$ cat src/hdl/tce_pkg.sv
// shared opcode codes and result struct for the execute unit
package tce_pkg;

    // instruction opcodes; codes 14 and 15 behave as nop
    typedef enum logic [3:0] {
        CMD_NOP  = 4'd0,
        CMD_LOAD = 4'd1,
        CMD_ADD  = 4'd2,
        CMD_SUB  = 4'd3,
        CMD_CMP  = 4'd4,
        CMD_JE   = 4'd5,
        CMD_JNE  = 4'd6,
        CMD_JL   = 4'd7,
        CMD_JG   = 4'd8,
        CMD_JZ   = 4'd9,
        CMD_JNZ  = 4'd10,
        CMD_JLZ  = 4'd11,
        CMD_JUMP = 4'd12,
        CMD_HALT = 4'd13
    } cmd_t;

    // architectural effect of one executed instruction
    typedef struct packed {
        logic        wr_en;
        logic [31:0] wr_val;
        logic        zero_flag;
        logic        sign_flag;
        logic        halted;
    } exec_res_t;

endpackage

$ cat src/hdl/tce_regfile.sv
// register file memory with two synchronous read ports, valid bits and write bypass
module tce_regfile #(
    parameter int NUM_REGS = 16,
    parameter int IDX_W    = 4
) (
    input  logic             clk,
    input  logic             rst_n,
    input  logic             rd_en,
    input  logic [IDX_W-1:0] rd_a_idx,
    input  logic             rd_a_ok,
    input  logic [IDX_W-1:0] rd_b_idx,
    input  logic             rd_b_ok,
    input  logic             wr_en,
    input  logic [IDX_W-1:0] wr_idx,
    input  logic [31:0]      wr_data,
    output logic [31:0]      rd_a_data,
    output logic [31:0]      rd_b_data
);

    logic [31:0]         mem_reg [NUM_REGS];
    logic [NUM_REGS-1:0] valid_reg;
    logic [31:0]         q_a_reg;
    logic [31:0]         q_b_reg;
    logic [31:0]         byp_data_reg;
    logic                a_live_reg;
    logic                b_live_reg;
    logic                a_byp_reg;
    logic                b_byp_reg;

    // memory array: one write port, two registered read ports
    always_ff @(posedge clk)
    begin
        if (wr_en)
        begin
            mem_reg[wr_idx] <= wr_data;
        end
        if (rd_en)
        begin
            q_a_reg      <= mem_reg[rd_a_idx];
            q_b_reg      <= mem_reg[rd_b_idx];
            byp_data_reg <= wr_data;
        end
    end

    // per-entry written bits, cleared at reset so unwritten entries read zero
    always_ff @(posedge clk or negedge rst_n)
    begin
        if (!rst_n)
        begin
            valid_reg <= '0;
        end
        else if (wr_en)
        begin
            valid_reg[wr_idx] <= 1'b1;
        end
    end

    // read qualifiers and same-edge write bypass
    always_ff @(posedge clk or negedge rst_n)
    begin
        if (!rst_n)
        begin
            a_live_reg <= 1'b0;
            b_live_reg <= 1'b0;
            a_byp_reg  <= 1'b0;
            b_byp_reg  <= 1'b0;
        end
        else if (rd_en)
        begin
            a_live_reg <= rd_a_ok && valid_reg[rd_a_idx];
            b_live_reg <= rd_b_ok && valid_reg[rd_b_idx];
            a_byp_reg  <= rd_a_ok && wr_en && (wr_idx == rd_a_idx);
            b_byp_reg  <= rd_b_ok && wr_en && (wr_idx == rd_b_idx);
        end
    end

    // operand selection
    assign rd_a_data = a_byp_reg ? byp_data_reg : (a_live_reg ? q_a_reg : 32'd0);
    assign rd_b_data = b_byp_reg ? byp_data_reg : (b_live_reg ? q_b_reg : 32'd0);

endmodule

$ cat src/hdl/tce_exec.sv
// instruction execution: alu, compare, branch decision and next pc
module tce_exec #(
    parameter int PC_BITS = 16
) (
    input  tce_pkg::cmd_t        cmd,
    input  logic [15:0]          op1,
    input  logic [31:0]          op2,
    input  logic                 dst_ok,
    input  logic [31:0]          src_a,
    input  logic [31:0]          src_b,
    input  logic [PC_BITS-1:0]   pc,
    input  logic                 zero_in,
    input  logic                 sign_in,
    input  logic                 halt_in,
    output tce_pkg::exec_res_t   res,
    output logic [PC_BITS-1:0]   pc_next
);

    logic               do_write;
    logic [31:0]        value;
    logic               take;
    logic               hold;
    logic [31:0]        target_wide;
    logic [PC_BITS-1:0] target;

    assign target_wide = {16'd0, op1};
    assign target      = target_wide[PC_BITS-1:0];

    // opcode decode and datapath
    always_comb
    begin
        do_write      = 1'b0;
        value         = 32'd0;
        take          = 1'b0;
        hold          = 1'b0;
        res.zero_flag = zero_in;
        res.sign_flag = sign_in;
        res.halted    = halt_in;
        unique case (cmd)
            tce_pkg::CMD_LOAD:
            begin
                value    = op2;
                do_write = dst_ok;
            end
            tce_pkg::CMD_ADD:
            begin
                value    = src_a + src_b;
                do_write = dst_ok;
            end
            tce_pkg::CMD_SUB:
            begin
                value    = src_a - src_b;
                do_write = dst_ok;
            end
            tce_pkg::CMD_CMP:
            begin
                res.zero_flag = (src_a == src_b);
                res.sign_flag = ($signed(src_a) < $signed(src_b));
            end
            tce_pkg::CMD_JE, tce_pkg::CMD_JZ:   take = zero_in;
            tce_pkg::CMD_JNE, tce_pkg::CMD_JNZ: take = !zero_in;
            tce_pkg::CMD_JL:                    take = sign_in;
            tce_pkg::CMD_JG:                    take = !sign_in;
            tce_pkg::CMD_JLZ:                   take = zero_in && sign_in;
            tce_pkg::CMD_JUMP:                  take = 1'b1;
            tce_pkg::CMD_HALT:
            begin
                res.halted = 1'b1;
                hold       = 1'b1;
            end
            default: ;
        endcase

        // write result, zeroed when nothing is written
        res.wr_en  = do_write;
        res.wr_val = do_write ? value : 32'd0;
    end

    // next program counter
    always_comb
    begin
        priority if (take)
            pc_next = target;
        else if (hold)
            pc_next = pc;
        else
            pc_next = pc + PC_BITS'(1);
    end

endmodule

$ cat src/hdl/toy_cpu_execute_unit.sv
// Execute unit for a small cpu: takes one decoded instruction per transaction and returns
// the pc, flags, halted state and register write it caused. It accepts one instruction
// every cycle with no bubbles while result_ready is high; results are registered. The
// register file is a synchronous memory read at the acceptance edge; the instruction
// executes in the following cycle against the read data and writes back as it moves
// into the output register, with a same-edge bypass covering the next instruction's read.
// Register contents, pc and flags all read as zero after reset without a clearing pass.
module toy_cpu_execute_unit #(
    parameter int NUM_REGS = 16,
    parameter int PC_BITS  = 16
) (
    input  logic               clk,
    input  logic               rst_n,
    input  logic               instr_valid,
    output logic               instr_ready,
    input  logic [3:0]         command,
    input  logic [15:0]        first_operand,
    input  logic signed [31:0] second_operand,
    input  logic [3:0]         third_operand,
    output logic               result_valid,
    input  logic               result_ready,
    output logic [15:0]        next_pc,
    output logic               zero_flag,
    output logic               sign_flag,
    output logic               halted,
    output logic               write_enable,
    output logic [3:0]         write_index,
    output logic signed [31:0] write_value
);

    localparam int IDX_W = (NUM_REGS > 1) ? $clog2(NUM_REGS) : 1;

    logic                 accept;
    logic                 s1_adv;
    logic                 is_cmp;
    logic [31:0]          idx_a_wide;
    logic [31:0]          idx_b_wide;
    logic [31:0]          dst_wide;
    logic                 a_ok;
    logic                 b_ok;
    logic                 dst_ok;
    logic [31:0]          src_a;
    logic [31:0]          src_b;
    logic                 rf_wr;
    logic [PC_BITS-1:0]   pc_next;
    logic [31:0]          pc_wide;
    tce_pkg::exec_res_t   res;

    logic                 s1_valid_reg;
    tce_pkg::cmd_t        s1_cmd_reg;
    logic [15:0]          s1_op1_reg;
    logic [31:0]          s1_op2_reg;
    logic                 s1_dst_ok_reg;

    logic [PC_BITS-1:0]   pc_reg;
    logic                 zero_reg;
    logic                 sign_reg;
    logic                 halt_reg;

    logic                 out_valid_reg;
    logic [15:0]          out_pc_reg;
    logic                 out_zero_reg;
    logic                 out_sign_reg;
    logic                 out_halt_reg;
    logic                 out_we_reg;
    logic [3:0]           out_idx_reg;
    logic [31:0]          out_val_reg;

    // handshake and stage advance
    assign s1_adv      = s1_valid_reg && (!out_valid_reg || result_ready);
    assign instr_ready = !s1_valid_reg || s1_adv;
    assign accept      = instr_valid && instr_ready;

    // operand index decode at acceptance
    assign is_cmp     = (tce_pkg::cmd_t'(command) == tce_pkg::CMD_CMP);
    assign idx_a_wide = is_cmp ? {16'd0, first_operand} : second_operand;
    assign idx_b_wide = is_cmp ? second_operand : {28'd0, third_operand};
    assign dst_wide   = {16'd0, first_operand};
    assign a_ok       = (idx_a_wide < 32'(NUM_REGS));
    assign b_ok       = (idx_b_wide < 32'(NUM_REGS));
    assign dst_ok     = (dst_wide < 32'(NUM_REGS));

    // register file
    assign rf_wr = s1_adv && res.wr_en;

    tce_regfile #(
        .NUM_REGS (NUM_REGS),
        .IDX_W    (IDX_W)
    ) u_regfile (
        .clk       (clk),
        .rst_n     (rst_n),
        .rd_en     (accept),
        .rd_a_idx  (idx_a_wide[IDX_W-1:0]),
        .rd_a_ok   (a_ok),
        .rd_b_idx  (idx_b_wide[IDX_W-1:0]),
        .rd_b_ok   (b_ok),
        .wr_en     (rf_wr),
        .wr_idx    (s1_op1_reg[IDX_W-1:0]),
        .wr_data   (res.wr_val),
        .rd_a_data (src_a),
        .rd_b_data (src_b)
    );

    // execute stage register
    always_ff @(posedge clk or negedge rst_n)
    begin
        if (!rst_n)
        begin
            s1_valid_reg <= 1'b0;
        end
        else if (instr_ready)
        begin
            s1_valid_reg <= instr_valid;
        end
    end

    always_ff @(posedge clk)
    begin
        if (accept)
        begin
            s1_cmd_reg    <= tce_pkg::cmd_t'(command);
            s1_op1_reg    <= first_operand;
            s1_op2_reg    <= second_operand;
            s1_dst_ok_reg <= dst_ok;
        end
    end

    // execution
    tce_exec #(
        .PC_BITS (PC_BITS)
    ) u_exec (
        .cmd     (s1_cmd_reg),
        .op1     (s1_op1_reg),
        .op2     (s1_op2_reg),
        .dst_ok  (s1_dst_ok_reg),
        .src_a   (src_a),
        .src_b   (src_b),
        .pc      (pc_reg),
        .zero_in (zero_reg),
        .sign_in (sign_reg),
        .halt_in (halt_reg),
        .res     (res),
        .pc_next (pc_next)
    );

    // architectural pc and flags, updated as an instruction retires
    always_ff @(posedge clk or negedge rst_n)
    begin
        if (!rst_n)
        begin
            pc_reg   <= '0;
            zero_reg <= 1'b0;
            sign_reg <= 1'b0;
            halt_reg <= 1'b0;
        end
        else if (s1_adv)
        begin
            pc_reg   <= pc_next;
            zero_reg <= res.zero_flag;
            sign_reg <= res.sign_flag;
            halt_reg <= res.halted;
        end
    end

    // output register
    assign pc_wide = 32'(pc_next);

    always_ff @(posedge clk or negedge rst_n)
    begin
        if (!rst_n)
        begin
            out_valid_reg <= 1'b0;
        end
        else if (s1_adv)
        begin
            out_valid_reg <= 1'b1;
        end
        else if (result_ready)
        begin
            out_valid_reg <= 1'b0;
        end
    end

    always_ff @(posedge clk)
    begin
        if (s1_adv)
        begin
            out_pc_reg   <= pc_wide[15:0];
            out_zero_reg <= res.zero_flag;
            out_sign_reg <= res.sign_flag;
            out_halt_reg <= res.halted;
            out_we_reg   <= res.wr_en;
            out_idx_reg  <= res.wr_en ? s1_op1_reg[3:0] : 4'd0;
            out_val_reg  <= res.wr_val;
        end
    end

    assign result_valid = out_valid_reg;
    assign next_pc      = out_pc_reg;
    assign zero_flag    = out_zero_reg;
    assign sign_flag    = out_sign_reg;
    assign halted       = out_halt_reg;
    assign write_enable = out_we_reg;
    assign write_index  = out_idx_reg;
    assign write_value  = out_val_reg;

`ifndef SYNTHESIS
    // halted state never clears once set
    a_halt_sticky: assert property (@(posedge clk) disable iff (!rst_n)
        halt_reg |=> halt_reg)
        else $error("halted flag cleared");

    // empty execute stage always takes a transaction
    a_ready_when_empty: assert property (@(posedge clk) disable iff (!rst_n)
        !s1_valid_reg |-> instr_ready)
        else $error("execute stage empty but not ready");

    // register file is written only by a retiring instruction
    a_write_on_retire: assert property (@(posedge clk) disable iff (!rst_n)
        rf_wr |-> (s1_valid_reg && s1_adv && s1_dst_ok_reg))
        else $error("register write without retiring instruction");

    // result with no write carries zero index and value
    a_no_write_zero: assert property (@(posedge clk) disable iff (!rst_n)
        (result_valid && !write_enable) |-> (write_index == 4'd0 && write_value == 32'sd0))
        else $error("write fields nonzero without write");

    // halt keeps the pc
    a_halt_holds_pc: assert property (@(posedge clk) disable iff (!rst_n)
        (s1_adv && s1_cmd_reg == tce_pkg::CMD_HALT) |=> (pc_reg == $past(pc_reg)))
        else $error("halt changed the pc");
`endif

endmodule
$ cat config.mk
export PLATFORM = sky130hd
export DESIGN_NAME = toy_cpu_execute_unit
export DESIGN_NICKNAME = d
export VERILOG_FILES = /design/src/hdl/tce_pkg.sv /design/src/hdl/tce_regfile.sv /design/src/hdl/tce_exec.sv /design/src/hdl/toy_cpu_execute_unit.sv
export SDC_FILE = /design/constraint.sdc
export NUM_CORES = 1
export LEC_CHECK = 0
export ABC_AREA = 1
export BUFFER_PORTS_ARGS = -buffer_cell sky130_fd_sc_hd__buf_2
export CORE_ASPECT_RATIO = 1.4
export CORE_MARGIN = 1.5
export CORE_UTILIZATION = 45
export DETAILED_ROUTE_END_ITERATION = 10
export PLACE_DENSITY = 0.59
export SLEW_MARGIN = 20
export SYNTH_ARGS = -nofsm -noshare
export SYNTH_HDL_FRONTEND = slang
export SYNTH_SLANG_ARGS = --single-unit
$ cat constraint.sdc
create_clock -name clk -period 5.9 [get_ports clk]
set_clock_uncertainty 0.1 [all_clocks]
set_input_delay 1.18 -clock clk [delete_from_list [all_inputs] [get_ports clk]]
set_output_delay 1.18 -clock clk [all_outputs]
set_load 0.005 [all_outputs]
**Word-level counts from Yosys, hierarchy flattened**

Memories as Yosys holds them, arrays and structs flattened. A register that Yosys moved wholly into a read port is not among the register bits.
Cells that the tools add are included.

- Flip-flop bits (word level): 182
- Memory bits (writable): 512
- Output and inout port bits: 58
- Word-level logic and storage cells: 99
- Memories kept: 1

- Add/subtract/negate cells: 3
- $lt $le $gt $ge: 8
- Equality and inequality tests: 17
- Mux-type cells: 25
- Bitwise gates (word level): 1
- Reductions and logical operators: 21

Memory list:

| name | words | bits a word | read ports | clocked after Yosys merged registers in | write ports | line | source |
|---|---|---|---|---|---|---|---|
| u_regfile.mem_reg | 16 | 32 | 2 | 2 | 1 | tce_regfile.sv:20 | `logic [31:0] mem_reg [NUM_REGS];` |

Operators with widths:

| operator | count |
|---|---|
| 32-bit 2-to-1 mux | 7 |
| 32-bit one-hot mux with 3 select lines | 1 |
| 32-bit by 5-bit < comparator with 1-bit output (second input constant) | 2 |
| 32-bit adder | 1 |
| 32-bit == test | 1 |
| 32-bit < comparator | 1 |
| 16-bit 2-to-1 mux | 2 |
| 32-bit subtractor | 1 |
| 4-bit == test (second input constant) | 6 |
| 4-bit by 3-bit == test with 1-bit output (second input constant) | 5 |
| 16-bit by 1-bit adder with 16-bit output (second input constant) | 1 |
| 16-bit by 5-bit < comparator with 1-bit output (second input constant) | 1 |
| 16-bit OR | 1 |
| 4-bit by 5-bit < comparator with 1-bit output (second input constant) | 3 |
| 1-bit logical AND | 11 |
| 1-bit 2-to-1 mux | 10 |
| 1-bit binary-select mux with 4-bit select | 2 |
| 4-bit by 2-bit == test with 1-bit output (second input constant) | 2 |
| 4-bit == test | 2 |
| 1-bit one-hot mux with 6 select lines | 1 |
| 1-bit demux with 4-bit select | 1 |
| 4-bit by 1-bit == test with 1-bit output (second input constant) | 1 |
| 4-bit by 1-bit greater-or-equal comparator with 1-bit output (second input constant) | 1 |
| 1-bit logical NOT | 4 |
| 5 further kinds | 7 |

**Logic depth before layout (Yosys ltp)**

- Depth in word-level cells: 6
- Depth in mapped cells: 25
- Mapped depth without buffers: 23

**Hierarchy**

A second synthesis with hierarchy kept.

- Cell total of the unflattened synthesis: 4557
- Area total of the unflattened synthesis: 41016.8 µm²

By module, submodules not included:

| module | times used | cells an instance | area each (µm²) |
|---|---|---|---|
| tce_regfile | 1 | 2921 | 30130.1 |
| tce_exec | 1 | 1341 | 6397.4 |
| toy_cpu_execute_unit | 1 | 295 | 4489.3 |

**Least setup slack after synthesis**

Ideal clock, no wire load.

- Path kind: input to register
- Start: input port result_ready
- End: register s1_cmd_reg[0] (enable)
- Setup time: 502 ps
- Arrival: 4369 ps
- Required time: 5298 ps
- Slack: 929 ps
- Cell stages on the path: 4
- Path through: inv_1 -> nand3_1 -> nand2_1 -> inv_1

- Longest elaborated chain between the ends: 4

Ends and longest elaborated chain:

| element | line | source |
|---|---|---|
| start, declared | toy_cpu_execute_unit.sv:21 | `input logic result_ready,` |
| 1-bit logical OR | toy_cpu_execute_unit.sv:70 | `assign s1_adv = s1_valid_reg && (!out_valid_reg \|\| result_ready);` |
| 1-bit logical AND | toy_cpu_execute_unit.sv:70 |  |
| 1-bit logical OR | toy_cpu_execute_unit.sv:71 | `assign instr_ready = !s1_valid_reg \|\| s1_adv;` |
| named net instr_ready | toy_cpu_execute_unit.sv:15 | `output logic instr_ready,` |
| 1-bit logical AND | toy_cpu_execute_unit.sv:72 | `assign accept = instr_valid && instr_ready;` |
| named net accept | toy_cpu_execute_unit.sv:33 | `logic accept;` |
| end signal, assigned | toy_cpu_execute_unit.sv:121 | `s1_cmd_reg <= tce_pkg::cmd_t'(command);` |
| end, declared | toy_cpu_execute_unit.sv:50 | `tce_pkg::cmd_t s1_cmd_reg;` |

The timed path passes the listed nets, and every way through them passes these cells.
A chain may end at the register's enable or synchronous reset.

==> summary.md <==
| Metric | Value |
|---|---|
| Outcome | finished clean |
| Total Routing Usage GR | 29.9% |
| CTS HTree Levels | 3 |
| Initial DRT Pass Iterations | 6 |
| Cells after Synth | 3900 |
| Chip height | about 350 um |
| Fin crit share | 76.6% |
| Max cap viols | 0 |
| CTS root buffer | clkbuf_16 |
| Placed inst area | between 0.04 and 0.05 sq mm |
| Die area | 0.0874 sq mm |
| Crit Path Class | reg -> reg |
| Register area share after synthesis | 58.6% |
| Total wire length | 133000 um |
| Drt wl/cell | 26.2 um |
| Crit-path max FO | 25 |
| Inserted Clock Buffers | 74 |
| Via count | 31.6k |
| Tmin final | 4.52 ns |
| Clock transition at path regs | 0.06 ns |
| Max-slew violations | 0 |
| Crit start category | flop |
| Peak supply drop | 0.256 mV |
| Number of remaining DRC errors | 0 |
| Post-synth EDFFs | 717 |
| Layout cells sized above 1 | 9.31% |
| # Post-CTS Setup Buffers | 0 |
| Die X | approximately 250 um |
| HP Class | reg -> reg |
| Mapped Area | 0.0385 sq mm |
| Hold_buf cts | 0 |
| Post-route design area | between 0.04 and 0.05 sq mm |
| Hold WS | 0.365 ns |
| Critical Path AT | 4.75 ns |
| DP Worst Slack | 1.30 ns |
| RSZ-0062 raised after global routing | false |
| Setup violations, final | 0 |
| Initial Utilization | 45.6% |
| Final setup margin | 1.38 ns |
| Iter 0 DRT Violations | 3497 |
| Unique masters post-synth | 55 |
| # clock sinks | ~760 |
| Layout Nets | 4035 |
| Post-CTS sizing | 0 |
| CTS Buffer Depth | 3 |
| Area grow syn2layout | 10.7% |
| Slew headroom | 24.1% |
| Hold Fails Final Rpt | 0 |
| First-pass GRT wire length | 194000 um |
| Core area | 0.0845 sq mm |
| Vias/cell | 6.26 |
| Synthesized flop and latch total | 758 |
| Largest net degree at the start of global routing | 149 |
| Power Total | 13.1 mW |
| Crit path capture type | flop |
| Number of global-route vias before repair | 30.7k |
| Port bufs | 117 |
| Synth Warn # | 0 |
| Syn Area/Cell | around 9.9 sq um |
| Initial antenna violation count | 1 |
| Total grt overflow | 0 |
| ANT nets after route | 0 |
| Setup TNS | 0 ns |
| Power per cell area | 306 mW/mm^2 |
| CTS tree | yes |
| LEAKAGE | 16.2 nW |
| Worst endpoint required time | around 6 ns |
| Worst-Margin Slew | 1.14 ns |
| Gpl congestion | 1.01 |
| Detailed Place HPWL | 81700 um |
| Max reg flops | 512 |
| Clk_lat worst skew | 0.64 ns |
| Synth Flop Type | edfxtp_1 |
| Standard-cell rows | 126 |
| I/O pin total | 118 |
| Fmax achieved | 221 MHz |
| Ys async rst share | 5.41% |
| Syn nets | between 4k and 5k |
per-stage QoR:
stage / cells / utilization (%)
2_1_floorplan: 3900 / -
3_3_place_gp: 4920 / 47.6
3_5_place_dp: 4920 / 47.6
4_1_cts: 5051 / 50.5
5_1_grt: 5052 / 50.5
6_report: 5053 / 50.5
cell usage in the layout, fill, tap and decap left out, types with 13 or more instances in the layout:
cell,instances
nand4_1,18
nand2_1,507
nor2_1,525
o221ai_1,161
a22oi_1,30
o211ai_1,54
clkinv_1,14
nor2_4,17
ha_1,65
o21ai_1,23
xor2_1,21
edfxtp_1,717
clkbuf_16,77
nand3_1,173
inv_1,250
o21ai_0,579
buf_4,60
clkbuf_1,13
o311ai_1,53
o22ai_1,45
a21oi_1,207
buf_2,116
a22o_1,18
nor3_1,20
buf_12,15
or2_2,14
dfrtp_1,41
where the power goes:
group / total (mW) / leakage [nW] / switching, mW / internal, mW
Combinational: 1.95 / 7.52 / 1.40 / 0.555
Clock: 4.80 / 1.17 / 2.08 / 2.72
Sequential: 6.30 / 7.51 / 0.170 / 6.13
Total: 13.1 / 16.2 / 3.65 / 9.40
synth_stat cells, types with 18 or more instances:
library cell	count	area share [%]
o22ai_1	45	0.73
nand4_1	18	0.29
nand3_1	173	2.2
o21ai_0	579	7.5
o311ai_1	53	1.2
buf_2	107	1.4
a22oi_1	30	0.58
nor3_1	20	0.26
o211ai_1	54	1.1
o221ai_1	161	3.7
a21oi_1	208	2.7
edfxtp_1	717	56
dfrtp_1	41	2.7
nor2_1	542	5.3
a22o_1	18	0.41
ha_1	65	2.1
inv_1	257	2.5
xor2_1	21	0.48
nand2_1	507	4.9
o21ai_1	24	0.31
clkbuf_1	128	1.2
cell families after synthesis:
family / share of synthesized area [%]
AOI/OAI and AO/OA: 19.2
xor gates and xnor gates: 0.477
adders and majority gates: 2.22
buffers and inverters: 5.67
DFF: 58.6
and+or+nand+nor: 13.9
worst max-delay path: stages, from the launching register on:
cell and delay (ns):
dfrtp_1 0.38, inv_2 0.11, nand2_1 0.06, inv_1 0.64
buf_4 0.27, a22o_1 0.16, ha_1 0.34, nor2_1 0.37
inv_1 0.07, nor2_1 0.13, inv_1 0.07, nor2_1 0.20
nand3_1 0.25, nand4_1 0.17, nand3_1 0.09, nand3_1 0.08
nand2_1 0.07, inv_1 0.60
path summary, 6_finish.rpt:
path                                     start                  endpoint  slack, ns  cells past startpoint
setup / recovery           u_regfile.a_byp_reg  u_regfile.mem_reg[2][25]       1.38                     17
hold / removal                        halt_reg                  halt_reg       0.37                      2
setup reg to reg           u_regfile.a_byp_reg  u_regfile.mem_reg[2][25]       1.38                     17
hold reg to reg                       halt_reg                  halt_reg       0.37                      2
max in group asynchronous                rst_n    u_regfile.valid_reg[8]       4.85                      1
min in group asynchronous                rst_n              s1_valid_reg       0.45                      1
layout make-up:
| class | count | area, sq um |
|---|---|---|
| fill | 7624 | 41900 |
| sequential | 758 | 22600 |
| multi-input combinational | 2615 | 14000 |
| clock buffer | 91 | 1990 |
| tap | 1088 | 1360 |
| timing repair buffer | 191 | 1330 |
| inverter | 268 | 1040 |
| clock inverter | 40 | 412 |
| antenna | 2 | 5.00 |
per-layer routing:
| metal | track usage (%) | wire length (um) | vias to the layer above |
|---|---|---|---|
| li1 | - | - | 14171 |
| met5 | 0 | 0 | - |
| met3 | 4.25 | 10200 | 372 |
| met4 | 16.8 | 7340 | 0 |
| met1 | 36.9 | 50900 | 15536 |
| met2 | 50.2 | 64100 | 1557 |
No activity file was read; power rests on OpenSTA's default activity.
